**config.mk**
```make
export PLATFORM = sky130hd
export DESIGN_NAME = telomere_read_scanner_flat
export DESIGN_NICKNAME = d
export VERILOG_FILES = /design/src/design/trs_pkg.sv /design/src/design/trs_in_if.sv /design/src/design/trs_out_if.sv /design/src/design/trs_dpath.sv /design/src/design/trs_ctrl.sv /design/src/design/telomere_read_scanner.sv /design/src/flat_wrapper.sv
export SDC_FILE = /design/constraint.sdc
export NUM_CORES = 2
export LEC_CHECK = 0
export BUFFER_PORTS_ARGS = -buffer_cell sky130_fd_sc_hd__buf_2
export CAP_MARGIN = 20
export CORE_AREA = 8 8 376 378
export CTS_CLUSTER_DIAMETER = 40
export DETAILED_ROUTE_END_ITERATION = 8
export DIE_AREA = 0 0 384 386
export SLEW_MARGIN = 20
export SYNTH_ARGS = -nofsm -noshare
export SYNTH_HDL_FRONTEND = slang
export SYNTH_SLANG_ARGS = --single-unit
```
**constraint.sdc**
```tcl
create_clock -name clk -period 20.1 [get_ports clk]
set_clock_uncertainty 0.15 [all_clocks]
set_input_delay 1.005 -clock clk [delete_from_list [all_inputs] [get_ports clk]]
set_output_delay 1.005 -clock clk [all_outputs]
set_load 0.1 [all_outputs]
```
**src/design/trs_pkg.sv**
```systemverilog
// Shared types and constants of the telomere read scanner.
// No dependencies; every other design file refers to it by scoped name.
`default_nettype none

package trs_pkg;

  localparam int MAX_READ_LEN_DEF = 65535;
  localparam int TOTAL_WIDTH_DEF  = 48;

  localparam int BASE_W     = 8;
  localparam int HIST_W     = 40;
  localparam int HITS_W     = 14;
  localparam int CUTOFF_W   = 6;
  localparam int GC_PCT_W   = 7;
  localparam int CFG_IDX_W  = 2;
  localparam int CFG_DATA_W = 7;
  localparam int EST_W      = 29;

  localparam logic [HITS_W-1:0] HITS_MAX = '1;

  localparam logic [HIST_W-1:0] FWD_PREFIX = "TTAGG";
  localparam logic [HIST_W-1:0] REV_PREFIX = "CCCTA";
  localparam logic [BASE_W-1:0] CH_A = "A";
  localparam logic [BASE_W-1:0] CH_C = "C";
  localparam logic [BASE_W-1:0] CH_G = "G";

  localparam int MOTIF_LEN = 6;
  localparam int PCT_SCALE = 100;

  // floor(both * EST_SCALE / (EST_DIV * window)) is the Q.16 estimate
  localparam int                    SCALE_BITS = 36;
  localparam int                    SB_W       = $clog2(SCALE_BITS);
  localparam logic [SCALE_BITS-1:0] EST_SCALE  = 36'd831802 << 16;
  localparam int                    EST_DIV    = 115;

  localparam logic [CFG_IDX_W-1:0] CFG_MOTIF_CUTOFF = 2'd0;
  localparam logic [CFG_IDX_W-1:0] CFG_GC_LOW       = 2'd1;
  localparam logic [CFG_IDX_W-1:0] CFG_GC_HIGH      = 2'd2;

  localparam logic [CUTOFF_W-1:0] CUTOFF_RST  = 6'd7;
  localparam logic [GC_PCT_W-1:0] GC_LOW_RST  = 7'd48;
  localparam logic [GC_PCT_W-1:0] GC_HIGH_RST = 7'd52;

  typedef struct packed {
    logic eval_en;
    logic den_load;
    logic dbl_en;
    logic add_en;
    logic out_load;
  } trs_cmd_t;

  typedef struct packed {
    logic window_zero;
    logic out_free;
  } trs_sts_t;

endpackage

`default_nettype wire

```
**src/design/trs_in_if.sv**
```systemverilog
// Base channel of the telomere read scanner: one base character a beat.
// Depends on trs_pkg for field widths.
`default_nettype none

interface trs_in_if;
  logic                       valid;
  logic                       ready;
  logic [trs_pkg::BASE_W-1:0] base_char;
  logic                       last_base;
  logic                       non_primary;

  modport source (output valid, base_char, last_base, non_primary, input ready);
  modport sink   (input valid, base_char, last_base, non_primary, output ready);
endinterface

`default_nettype wire

```
**src/design/trs_out_if.sv**
```systemverilog
// Result channel of the telomere read scanner: one read summary a beat.
// Depends on trs_pkg for field widths and the default total width.
`default_nettype none

interface trs_out_if #(
  parameter int TOTAL_WIDTH = trs_pkg::TOTAL_WIDTH_DEF
);
  logic                       valid;
  logic                       ready;
  logic                       read_used;
  logic [trs_pkg::HITS_W-1:0] motif_count;
  logic                       in_gc_window;
  logic [TOTAL_WIDTH-1:0]     telomeric_total;
  logic [TOTAL_WIDTH-1:0]     window_total;
  logic [TOTAL_WIDTH-1:0]     both_total;
  logic [trs_pkg::EST_W-1:0]  length_estimate;
  logic                       estimate_valid;

  modport source (
    output valid, read_used, motif_count, in_gc_window, telomeric_total,
           window_total, both_total, length_estimate, estimate_valid,
    input  ready
  );
  modport sink (
    input  valid, read_used, motif_count, in_gc_window, telomeric_total,
           window_total, both_total, length_estimate, estimate_valid,
    output ready
  );
endinterface

`default_nettype wire

```
**src/design/trs_dpath.sv**
```systemverilog
// Datapath: per-read base counters, read-end filters, running totals,
// shift-subtract estimate divider and the result register.
// Depends on trs_pkg and trs_out_if; driven by trs_ctrl commands.
`default_nettype none

module trs_dpath #(
  parameter int MAX_READ_LEN = trs_pkg::MAX_READ_LEN_DEF,
  parameter int TOTAL_WIDTH  = trs_pkg::TOTAL_WIDTH_DEF
) (
  input  wire logic                           clk,
  input  wire logic                           rst_n,
  input  wire logic                           in_fire,
  input  wire logic [trs_pkg::BASE_W-1:0]     base_char,
  input  wire logic                           last_base,
  input  wire logic                           non_primary,
  input  wire logic                           cfg_we,
  input  wire logic [trs_pkg::CFG_IDX_W-1:0]  cfg_index,
  input  wire logic [trs_pkg::CFG_DATA_W-1:0] cfg_wdata,
  input  wire trs_pkg::trs_cmd_t              cmd,
  output trs_pkg::trs_sts_t                   sts,
  trs_out_if.source                           out_bus
);

  localparam int LW = $clog2(MAX_READ_LEN + 1);
  localparam int MW = LW + trs_pkg::GC_PCT_W;
  localparam int TW = TOTAL_WIDTH;
  localparam int DW = TW + 7;
  localparam int HW = trs_pkg::HITS_W;
  localparam int EW = trs_pkg::EST_W;

  localparam logic [LW-1:0] LEN_MAX = LW'(MAX_READ_LEN);

  logic [trs_pkg::CUTOFF_W-1:0] cutoff_r, cutoff_nxt;
  logic [trs_pkg::GC_PCT_W-1:0] gc_low_r, gc_low_nxt;
  logic [trs_pkg::GC_PCT_W-1:0] gc_high_r, gc_high_nxt;

  logic [trs_pkg::HIST_W-1:0] hist_r, hist_nxt;
  logic [HW-1:0]              fwd_r, fwd_nxt;
  logic [HW-1:0]              rev_r, rev_nxt;
  logic [LW-1:0]              gc_r, gc_nxt;
  logic [LW-1:0]              len_r, len_nxt;

  logic [LW-1:0] end_len_r, end_len_nxt;
  logic [LW-1:0] end_gc_r, end_gc_nxt;
  logic [HW-1:0] end_motif_r, end_motif_nxt;
  logic          end_np_r, end_np_nxt;

  logic [TW-1:0] tel_r, tel_nxt;
  logic [TW-1:0] win_r, win_nxt;
  logic [TW-1:0] both_r, both_nxt;
  logic          used_r, used_nxt;
  logic          inwin_r, inwin_nxt;

  logic [DW-1:0] den_r, den_nxt;
  logic [DW-1:0] rem_r, rem_nxt;
  logic [EW-1:0] quo_r, quo_nxt;

  logic                   ov_r, ov_nxt;
  logic                   o_used_r, o_used_nxt;
  logic [HW-1:0]          o_motif_r, o_motif_nxt;
  logic                   o_inwin_r, o_inwin_nxt;
  logic [TW-1:0]          o_tel_r, o_tel_nxt;
  logic [TW-1:0]          o_win_r, o_win_nxt;
  logic [TW-1:0]          o_both_r, o_both_nxt;
  logic [EW-1:0]          o_est_r, o_est_nxt;
  logic                   o_estv_r, o_estv_nxt;

  logic [HW-1:0] fwd_new, rev_new;
  logic [LW-1:0] gc_new, len_new;
  logic          is_gc;
  logic [MW-1:0] six_cut, gc100, lo_prod, hi_prod;
  logic          used_c, inwin_c, telo_c;
  logic [DW:0]   dbl_t, add_t;

  always_comb begin
    fwd_new = fwd_r;
    if (hist_r == trs_pkg::FWD_PREFIX && base_char == trs_pkg::CH_G &&
        fwd_r != trs_pkg::HITS_MAX) begin
      fwd_new = fwd_r + HW'(1);
    end
    rev_new = rev_r;
    if (hist_r == trs_pkg::REV_PREFIX && base_char == trs_pkg::CH_A &&
        rev_r != trs_pkg::HITS_MAX) begin
      rev_new = rev_r + HW'(1);
    end
    is_gc  = (base_char == trs_pkg::CH_C) || (base_char == trs_pkg::CH_G);
    gc_new = (is_gc && gc_r != LEN_MAX) ? gc_r + LW'(1) : gc_r;
    len_new = (len_r != LEN_MAX) ? len_r + LW'(1) : len_r;

    six_cut = MW'(cutoff_r) * MW'(trs_pkg::MOTIF_LEN);
    gc100   = MW'(end_gc_r) * MW'(trs_pkg::PCT_SCALE);
    lo_prod = MW'(end_len_r) * MW'(gc_low_r);
    hi_prod = MW'(end_len_r) * MW'(gc_high_r);
    used_c  = !end_np_r && (MW'(end_len_r) >= six_cut);
    inwin_c = (gc100 >= lo_prod) && (gc100 < hi_prod);
    telo_c  = end_motif_r >= HW'(cutoff_r);

    dbl_t = {rem_r, 1'b0};
    add_t = {1'b0, rem_r} + (DW + 1)'(both_r);
  end

  always_comb begin
    cutoff_nxt  = cutoff_r;
    gc_low_nxt  = gc_low_r;
    gc_high_nxt = gc_high_r;
    if (cfg_we) begin
      case (cfg_index)
        trs_pkg::CFG_MOTIF_CUTOFF: cutoff_nxt = cfg_wdata[trs_pkg::CUTOFF_W-1:0];
        trs_pkg::CFG_GC_LOW:       gc_low_nxt = cfg_wdata;
        trs_pkg::CFG_GC_HIGH:      gc_high_nxt = cfg_wdata;
        default: ;
      endcase
    end

    hist_nxt      = hist_r;
    fwd_nxt       = fwd_r;
    rev_nxt       = rev_r;
    gc_nxt        = gc_r;
    len_nxt       = len_r;
    end_len_nxt   = end_len_r;
    end_gc_nxt    = end_gc_r;
    end_motif_nxt = end_motif_r;
    end_np_nxt    = end_np_r;
    if (in_fire) begin
      if (last_base) begin
        hist_nxt      = '0;
        fwd_nxt       = '0;
        rev_nxt       = '0;
        gc_nxt        = '0;
        len_nxt       = '0;
        end_len_nxt   = len_new;
        end_gc_nxt    = gc_new;
        end_motif_nxt = (fwd_new > rev_new) ? fwd_new : rev_new;
        end_np_nxt    = non_primary;
      end else begin
        hist_nxt = {hist_r[trs_pkg::HIST_W-trs_pkg::BASE_W-1:0], base_char};
        fwd_nxt  = fwd_new;
        rev_nxt  = rev_new;
        gc_nxt   = gc_new;
        len_nxt  = len_new;
      end
    end

    tel_nxt   = tel_r;
    win_nxt   = win_r;
    both_nxt  = both_r;
    used_nxt  = used_r;
    inwin_nxt = inwin_r;
    if (cmd.eval_en) begin
      used_nxt  = used_c;
      inwin_nxt = inwin_c;
      if (used_c) begin
        if (telo_c && tel_r != '1) tel_nxt = tel_r + TW'(1);
        if (inwin_c && win_r != '1) win_nxt = win_r + TW'(1);
        if (telo_c && inwin_c && both_r != '1) both_nxt = both_r + TW'(1);
      end
    end

    den_nxt = den_r;
    rem_nxt = rem_r;
    quo_nxt = quo_r;
    if (cmd.den_load) begin
      den_nxt = DW'(win_r) * DW'(trs_pkg::EST_DIV);
      rem_nxt = '0;
      quo_nxt = '0;
    end else if (cmd.dbl_en) begin
      if (dbl_t >= {1'b0, den_r}) begin
        rem_nxt = DW'(dbl_t - {1'b0, den_r});
        quo_nxt = {quo_r[EW-2:0], 1'b1};
      end else begin
        rem_nxt = dbl_t[DW-1:0];
        quo_nxt = {quo_r[EW-2:0], 1'b0};
      end
    end else if (cmd.add_en) begin
      if (add_t >= {1'b0, den_r}) begin
        rem_nxt = DW'(add_t - {1'b0, den_r});
        quo_nxt = quo_r + EW'(1);
      end else begin
        rem_nxt = add_t[DW-1:0];
      end
    end

    ov_nxt      = ov_r;
    o_used_nxt  = o_used_r;
    o_motif_nxt = o_motif_r;
    o_inwin_nxt = o_inwin_r;
    o_tel_nxt   = o_tel_r;
    o_win_nxt   = o_win_r;
    o_both_nxt  = o_both_r;
    o_est_nxt   = o_est_r;
    o_estv_nxt  = o_estv_r;
    if (out_bus.ready) ov_nxt = 1'b0;
    if (cmd.out_load) begin
      ov_nxt      = 1'b1;
      o_used_nxt  = used_r;
      o_motif_nxt = end_motif_r;
      o_inwin_nxt = inwin_r;
      o_tel_nxt   = tel_r;
      o_win_nxt   = win_r;
      o_both_nxt  = both_r;
      o_est_nxt   = (win_r == '0) ? '0 : quo_r;
      o_estv_nxt  = (win_r != '0);
    end
  end

  always_ff @(posedge clk) begin
    if (!rst_n) begin
      cutoff_r  <= trs_pkg::CUTOFF_RST;
      gc_low_r  <= trs_pkg::GC_LOW_RST;
      gc_high_r <= trs_pkg::GC_HIGH_RST;
      hist_r    <= '0;
      fwd_r     <= '0;
      rev_r     <= '0;
      gc_r      <= '0;
      len_r     <= '0;
      tel_r     <= '0;
      win_r     <= '0;
      both_r    <= '0;
      ov_r      <= 1'b0;
    end else begin
      cutoff_r  <= cutoff_nxt;
      gc_low_r  <= gc_low_nxt;
      gc_high_r <= gc_high_nxt;
      hist_r    <= hist_nxt;
      fwd_r     <= fwd_nxt;
      rev_r     <= rev_nxt;
      gc_r      <= gc_nxt;
      len_r     <= len_nxt;
      tel_r     <= tel_nxt;
      win_r     <= win_nxt;
      both_r    <= both_nxt;
      ov_r      <= ov_nxt;
    end
  end

  always_ff @(posedge clk) begin
    end_len_r   <= end_len_nxt;
    end_gc_r    <= end_gc_nxt;
    end_motif_r <= end_motif_nxt;
    end_np_r    <= end_np_nxt;
    used_r      <= used_nxt;
    inwin_r     <= inwin_nxt;
    den_r       <= den_nxt;
    rem_r       <= rem_nxt;
    quo_r       <= quo_nxt;
    o_used_r    <= o_used_nxt;
    o_motif_r   <= o_motif_nxt;
    o_inwin_r   <= o_inwin_nxt;
    o_tel_r     <= o_tel_nxt;
    o_win_r     <= o_win_nxt;
    o_both_r    <= o_both_nxt;
    o_est_r     <= o_est_nxt;
    o_estv_r    <= o_estv_nxt;
  end

  assign sts.window_zero = (win_r == '0);
  assign sts.out_free    = !ov_r || out_bus.ready;

  assign out_bus.valid           = ov_r;
  assign out_bus.read_used       = o_used_r;
  assign out_bus.motif_count     = o_motif_r;
  assign out_bus.in_gc_window    = o_inwin_r;
  assign out_bus.telomeric_total = o_tel_r;
  assign out_bus.window_total    = o_win_r;
  assign out_bus.both_total      = o_both_r;
  assign out_bus.length_estimate = o_est_r;
  assign out_bus.estimate_valid  = o_estv_r;

endmodule

`default_nettype wire

```
**src/design/trs_ctrl.sv**
```systemverilog
// Controller: sequences the read-end work (filters and totals, divisor load,
// one quotient bit per step, result load). Depends on trs_pkg.
`default_nettype none

module trs_ctrl (
  input  wire logic              clk,
  input  wire logic              rst_n,
  input  wire logic              end_fire,
  input  wire trs_pkg::trs_sts_t sts,
  output trs_pkg::trs_cmd_t      cmd,
  output logic                   busy
);

  localparam logic [2:0] S_IDLE = 3'd0;
  localparam logic [2:0] S_EVAL = 3'd1;
  localparam logic [2:0] S_DEN  = 3'd2;
  localparam logic [2:0] S_DBL  = 3'd3;
  localparam logic [2:0] S_ADD  = 3'd4;
  localparam logic [2:0] S_OUT  = 3'd5;

  localparam logic [trs_pkg::SB_W-1:0] BIT_TOP = trs_pkg::SB_W'(trs_pkg::SCALE_BITS - 1);

  logic [2:0]              st_r, st_nxt;
  logic [trs_pkg::SB_W-1:0] bit_r, bit_nxt;

  always_comb begin
    st_nxt = st_r;
    bit_nxt = bit_r;
    cmd = '0;
    case (st_r)
      S_IDLE: begin
        if (end_fire) st_nxt = S_EVAL;
      end
      S_EVAL: begin
        cmd.eval_en = 1'b1;
        st_nxt = S_DEN;
      end
      S_DEN: begin
        cmd.den_load = 1'b1;
        bit_nxt = BIT_TOP;
        st_nxt = sts.window_zero ? S_OUT : S_DBL;
      end
      S_DBL: begin
        cmd.dbl_en = 1'b1;
        if (trs_pkg::EST_SCALE[bit_r]) begin
          st_nxt = S_ADD;
        end else if (bit_r == '0) begin
          st_nxt = S_OUT;
        end else begin
          bit_nxt = bit_r - trs_pkg::SB_W'(1);
        end
      end
      S_ADD: begin
        cmd.add_en = 1'b1;
        if (bit_r == '0) begin
          st_nxt = S_OUT;
        end else begin
          bit_nxt = bit_r - trs_pkg::SB_W'(1);
          st_nxt = S_DBL;
        end
      end
      S_OUT: begin
        if (sts.out_free) begin
          cmd.out_load = 1'b1;
          st_nxt = S_IDLE;
        end
      end
      default: st_nxt = S_IDLE;
    endcase
  end

  always_ff @(posedge clk) begin
    if (!rst_n) begin
      st_r  <= S_IDLE;
      bit_r <= '0;
    end else begin
      st_r  <= st_nxt;
      bit_r <= bit_nxt;
    end
  end

  assign busy = (st_r != S_IDLE);

endmodule

`default_nettype wire

```
**src/design/telomere_read_scanner.sv**
```systemverilog
// Telomere read scanner top level: joins controller and datapath.
// Depends on trs_pkg, trs_in_if, trs_out_if, trs_ctrl and trs_dpath.
//
// Bases are taken one a beat, every cycle, and each read yields one result
// beat after its last base. The read-end work runs in a shift-subtract
// divider: a step for filters and totals, a step to load the divisor, a
// doubling step per bit of the 36-bit scale constant and an add step for
// each of its 10 set bits, then a step to load the result register; the
// divider steps are skipped while the GC window total is still zero.
// Bases of the following read are accepted meanwhile; only its last base
// waits until the divider is done and the result register is free.
`default_nettype none

module telomere_read_scanner #(
  parameter int MAX_READ_LEN = trs_pkg::MAX_READ_LEN_DEF,
  parameter int TOTAL_WIDTH  = trs_pkg::TOTAL_WIDTH_DEF
) (
  input  wire logic                           clk,
  input  wire logic                           rst_n,
  trs_in_if.sink                              in_bus,
  trs_out_if.source                           out_bus,
  input  wire logic                           cfg_we,
  input  wire logic [trs_pkg::CFG_IDX_W-1:0]  cfg_index,
  input  wire logic [trs_pkg::CFG_DATA_W-1:0] cfg_wdata
);

  trs_pkg::trs_cmd_t cmd;
  trs_pkg::trs_sts_t sts;
  logic              busy;
  logic              in_fire;

  // hold only a last base while the previous read is still being finished
  assign in_bus.ready = !busy || !in_bus.last_base;
  assign in_fire      = in_bus.valid && in_bus.ready;

  trs_ctrl u_ctrl (
    .clk      (clk),
    .rst_n    (rst_n),
    .end_fire (in_fire && in_bus.last_base),
    .sts      (sts),
    .cmd      (cmd),
    .busy     (busy)
  );

  trs_dpath #(
    .MAX_READ_LEN (MAX_READ_LEN),
    .TOTAL_WIDTH  (TOTAL_WIDTH)
  ) u_dpath (
    .clk         (clk),
    .rst_n       (rst_n),
    .in_fire     (in_fire),
    .base_char   (in_bus.base_char),
    .last_base   (in_bus.last_base),
    .non_primary (in_bus.non_primary),
    .cfg_we      (cfg_we),
    .cfg_index   (cfg_index),
    .cfg_wdata   (cfg_wdata),
    .cmd         (cmd),
    .sts         (sts),
    .out_bus     (out_bus)
  );

  a_both_le_window: assert property (@(posedge clk) disable iff (!rst_n)
    out_bus.valid |-> out_bus.both_total <= out_bus.window_total)
    else $error("both total exceeds window total");

  a_est_valid: assert property (@(posedge clk) disable iff (!rst_n)
    out_bus.valid |-> (out_bus.estimate_valid == (out_bus.window_total != '0)))
    else $error("estimate valid flag disagrees with window total");

  a_est_zero: assert property (@(posedge clk) disable iff (!rst_n)
    (out_bus.valid && !out_bus.estimate_valid) |-> out_bus.length_estimate == '0)
    else $error("estimate nonzero without window reads");

  a_end_starts: assert property (@(posedge clk) disable iff (!rst_n)
    (in_fire && in_bus.last_base) |=> busy)
    else $error("read end did not start the controller");

endmodule

`default_nettype wire

```
**src/flat_wrapper.sv**
```systemverilog
// flat-port wrapper written by rule: the top's interface ports become plain ports
module telomere_read_scanner_flat 
#(
  parameter int MAX_READ_LEN = trs_pkg::MAX_READ_LEN_DEF,
  parameter int TOTAL_WIDTH  = trs_pkg::TOTAL_WIDTH_DEF
)
  (clk, rst_n, cfg_we, cfg_index, cfg_wdata, in_bus_valid, in_bus_base_char, in_bus_last_base, in_bus_non_primary, in_bus_ready, out_bus_valid, out_bus_read_used, out_bus_motif_count, out_bus_in_gc_window, out_bus_telomeric_total, out_bus_window_total, out_bus_both_total, out_bus_length_estimate, out_bus_estimate_valid, out_bus_ready);
  trs_in_if in_bus_i ();
  trs_out_if #(.TOTAL_WIDTH(TOTAL_WIDTH)) out_bus_i ();
  input  wire logic clk;
  input  wire logic rst_n;
  input  wire logic cfg_we;
  input  wire logic [trs_pkg::CFG_IDX_W-1:0] cfg_index;
  input  wire logic [trs_pkg::CFG_DATA_W-1:0] cfg_wdata;
  input wire logic [$bits(in_bus_i.valid)-1:0] in_bus_valid;
  input wire logic [$bits(in_bus_i.base_char)-1:0] in_bus_base_char;
  input wire logic [$bits(in_bus_i.last_base)-1:0] in_bus_last_base;
  input wire logic [$bits(in_bus_i.non_primary)-1:0] in_bus_non_primary;
  output wire logic [$bits(in_bus_i.ready)-1:0] in_bus_ready;
  output wire logic [$bits(out_bus_i.valid)-1:0] out_bus_valid;
  output wire logic [$bits(out_bus_i.read_used)-1:0] out_bus_read_used;
  output wire logic [$bits(out_bus_i.motif_count)-1:0] out_bus_motif_count;
  output wire logic [$bits(out_bus_i.in_gc_window)-1:0] out_bus_in_gc_window;
  output wire logic [$bits(out_bus_i.telomeric_total)-1:0] out_bus_telomeric_total;
  output wire logic [$bits(out_bus_i.window_total)-1:0] out_bus_window_total;
  output wire logic [$bits(out_bus_i.both_total)-1:0] out_bus_both_total;
  output wire logic [$bits(out_bus_i.length_estimate)-1:0] out_bus_length_estimate;
  output wire logic [$bits(out_bus_i.estimate_valid)-1:0] out_bus_estimate_valid;
  input wire logic [$bits(out_bus_i.ready)-1:0] out_bus_ready;
  assign in_bus_i.valid = in_bus_valid;
  assign in_bus_i.base_char = in_bus_base_char;
  assign in_bus_i.last_base = in_bus_last_base;
  assign in_bus_i.non_primary = in_bus_non_primary;
  assign in_bus_ready = in_bus_i.ready;
  assign out_bus_valid = out_bus_i.valid;
  assign out_bus_read_used = out_bus_i.read_used;
  assign out_bus_motif_count = out_bus_i.motif_count;
  assign out_bus_in_gc_window = out_bus_i.in_gc_window;
  assign out_bus_telomeric_total = out_bus_i.telomeric_total;
  assign out_bus_window_total = out_bus_i.window_total;
  assign out_bus_both_total = out_bus_i.both_total;
  assign out_bus_length_estimate = out_bus_i.length_estimate;
  assign out_bus_estimate_valid = out_bus_i.estimate_valid;
  assign out_bus_i.ready = out_bus_ready;
  telomere_read_scanner #(.MAX_READ_LEN(MAX_READ_LEN), .TOTAL_WIDTH(TOTAL_WIDTH)) u_core (.clk(clk), .rst_n(rst_n), .in_bus(in_bus_i), .out_bus(out_bus_i), .cfg_we(cfg_we), .cfg_index(cfg_index), .cfg_wdata(cfg_wdata));
endmodule
```
==> impl_metrics.json <==
{
  "die_area_mm2": 0.148,
  "synth-seq-cells": 653,
  "cts_root_buf": "clkbuf_16",
  "ys_types": 101,
  "grt_max_degree": 98,
  "drt-total-wl_um": 144000,
  "syn_area_mm2": 0.0537,
  "area_growth_pct": 12.5,
  "drt_iter0_markers": 2653,
  "crit_required_ps": 20540,
  "clk-insertion-delay-late_ps": 710,
  "die_width_um": 384,
  "drive_gt1_frac": 0.0875,
  "slew_viol_final": 0,
  "period_share": 0.434,
  "core_mm2": 0.135,
  "period_needed_ps": 8710,
  "crit_type": "reg2reg",
  "tritoncts.num_buffers": 108,
  "dpl.hpwl_um": 111000,
  "yosysTopAreaCell": "edfxtp_1",
  "synth_edf_count": 294,
  "status": "finished, final reports clean",
  "synthArstFlopShare": 0,
  "whs_ps": 274,
  "num_antenna_cells": 0,
  "cts_setup_buffers": 0,
  "crit_path_start_kind": "flip-flop",
  "antenna_found_initial": 6,
  "power_mw": 5.74,
  "finalHoldViolations": 0,
  "layout.cells.non_filler": 7952,
  "dp_cells": 7745,
  "yosysWarnings": 0,
  "clk_pin_slew_ps": 60,
  "cts_max_path_buffers": 3,
  "drt-vias-per-instance": 5.34,
  "nets": 6949,
  "max_cap_viol_count": 0,
  "cts_tree": "yes",
  "dr.pass1.iters": 5,
  "rsz0062_at_grt": "false",
  "p_per_area_mw_per_mm2": 95.1,
  "max_stage_delay_ps": 890,
  "htreeDepth": 3,
  "setup_tns_ps": 0,
  "syn_avg_cell_area_um2": 9.05,
  "start_util": 0.398,
  "worst_pin_slew_ps": 1030,
  "slew_headroom": 0.311,
  "cts-hold-fix-buffers": 0,
  "syn_nets": 6806,
  "cts-resized-gates": 0,
  "row_count": 135,
  "drc_errors": 0,
  "ys_seq_area_frac": 0.298,
  "setup_viol": 0,
  "synth_top_flop_cell": "dfxtp_1",
  "r2r_slack_ps": 11390,
  "wl_per_cell_um": 18.2,
  "power_leakage_nw": 26.9,
  "num-fill-cells": 13000,
  "grt_overflow": 0,
  "yosysTopAreaCellShare": 0.164,
  "synthCells": 5932,
  "grt_pass1_wl_um": 229000,
  "worst_ep_arrival_time_ps": 9160,
  "gp_congestion": 0.915,
  "drtAntennaViolNets": 0,
  "grt_pass1_vias": 41600,
  "track_usage": 0.190,
  "vdd_ir_drop_max_uv": 78.5,
  "setup.worst_path.end_class": "flip-flop",
  "pre_cts_ws_ps": 11440,
  "fmax_ghz": 0.115,
  "vias": 42500,
  "io_pins": 216,
  "crit_slowest_cell": "nor4_2",
  "clock-sinks": 653,
  "die_y_um": 386,
  "synth_area_leaders": "edfxtp_1, dfxtp_1, ha_1",
  "crit_fanout": 39,
  "setup_slack_ps": 11390,
  "worstHoldPathType": "reg2reg",
  "port_buffers": 215
}
worst paths after layout:
check                                                           start                                            end  depth (start not counted)
worst max register to register  u_core.u_dpath.end_len_r[3]$_DFFE_PP_         u_core.u_dpath.both_r[42]$_SDFFE_PN0P_                         31
worst min register to register       u_core.u_dpath.inwin_r$_DFFE_PP_  u_core.u_dpath.out_bus.in_gc_window$_DFFE_PP_                          0
worst min-delay path                 u_core.u_dpath.inwin_r$_DFFE_PP_  u_core.u_dpath.out_bus.in_gc_window$_DFFE_PP_                          0
worst max-delay path            u_core.u_dpath.end_len_r[3]$_DFFE_PP_         u_core.u_dpath.both_r[42]$_SDFFE_PN0P_                         31
cells by family (layout without fill, tap and decap cells):
group                      count (synthesis)  after routing  share of synthesized area
and+or+nand+nor                         1808           1808                      0.168
muxes                                     76             76                     0.0143
DFF                                      653            653                      0.298
adders and majority gates                850            850                      0.238
AOI/OAI and AO/OA                       1277           1277                      0.151
xor gates and xnor gates                 429            429                     0.0700
buffers and inverters                    839           1078                     0.0603
cell usage in the layout (no fill, tap or decap), drive strengths merged, types with 155 or more instances in the layout:
cell      n
nor2    441
o21ai   263
a21oi   419
inv     639
dfxtp   359
nand3   178
edfxtp  294
and2    205
ha      564
xnor2   314
a21o    155
nand2   439
buf     256
fa      286
cells in the mapped netlist (49+ instances only):
cell type  count
a211oi_1      49
a21o_1       155
a21oi_1      419
and2_1       205
and3_1        86
clkbuf_1     181
dfxtp_1      359
edfxtp_1     294
fa_1         286
ha_1         564
inv_1        614
mux2i_1       71
nand2_1      438
nand2b_1      53
nand3_1      176
nand4_1       99
nor2_1       439
nor3_1       103
o21ai_0      248
xnor2_1      314
xor2_1       115
critical path: cells and delay by family (launching register included):
family                   cells  cell delay, ps
adder cells (fa/ha/maj)      6            2690
AO/OA/AOI/OAI               13            2610
AND/OR/NAND/NOR              5            1600
buffers and inverters        6             740
flip-flops                   1             630
XOR/XNOR                     1             180
layer usage:
metal	global-route usage	share of wire	up-vias
li1	-	-	20900
met1	0.261	0.46	20200
met2	0.311	0.46	1091
met3	0.0295	0.059	214
met4	0.0547	0.027	2
met5	0	0.000090	-
stage by stage:
| stage | cell area (um^2) | util |
|---|---|---|
| after global routing | 60400 | 0.447 |
| after detailed placement | 56400 | 0.418 |
| after floorplan | 53700 | - |
| after CTS | 60400 | 0.447 |
| final | 60400 | 0.447 |
| after global placement | 56400 | 0.418 |
registers in the layout (all words and copies together) (netlist names), 7 cells and up, named ones only:
signal                                  flops
u_core.u_dpath.den_r                       55
u_core.u_dpath.rem_r                       55
u_core.u_dpath.both_r                      48
u_core.u_dpath.out_bus.both_total          48
u_core.u_dpath.out_bus.telomeric_total     48
u_core.u_dpath.out_bus.window_total        48
u_core.u_dpath.tel_r                       48
u_core.u_dpath.win_r                       48
u_core.u_dpath.hist_r                      40
u_core.u_dpath.out_bus.length_estimate     29
u_core.u_dpath.quo_r                       29
u_core.u_dpath.end_gc_r                    16
u_core.u_dpath.end_len_r                   16
u_core.u_dpath.gc_r                        16
u_core.u_dpath.len_r                       16
u_core.u_dpath.end_motif_r                 14
u_core.u_dpath.fwd_r                       14
u_core.u_dpath.out_bus.motif_count         14
u_core.u_dpath.rev_r                       14
u_core.u_dpath.gc_high_r                    7
u_core.u_dpath.gc_low_r                     7
power by group:
group / leakage (nW) / internal, mW / total, mW / switching, mW
Sequential: 5.69 / 1.46 / 1.59 / 0.128
Combinational: 19.4 / 0.882 / 2.19 / 1.31
Clock: 1.89 / 1.23 / 1.96 / 0.729
Total: 26.9 / 3.57 / 5.74 / 2.17
area by class of cell:
type                    count  area (um^2)  share of cell area
inverters                 616         2320              0.0384
clock inverters            80          968              0.0160
repair buffers            256         1390              0.0230
flip-flops and latches    653        16000               0.265
multi-input cells        4440        34500               0.571
clock buffers             126         2960              0.0490
well taps                1781         2230              0.0369
No activity file was read; power rests on OpenSTA's default activity.
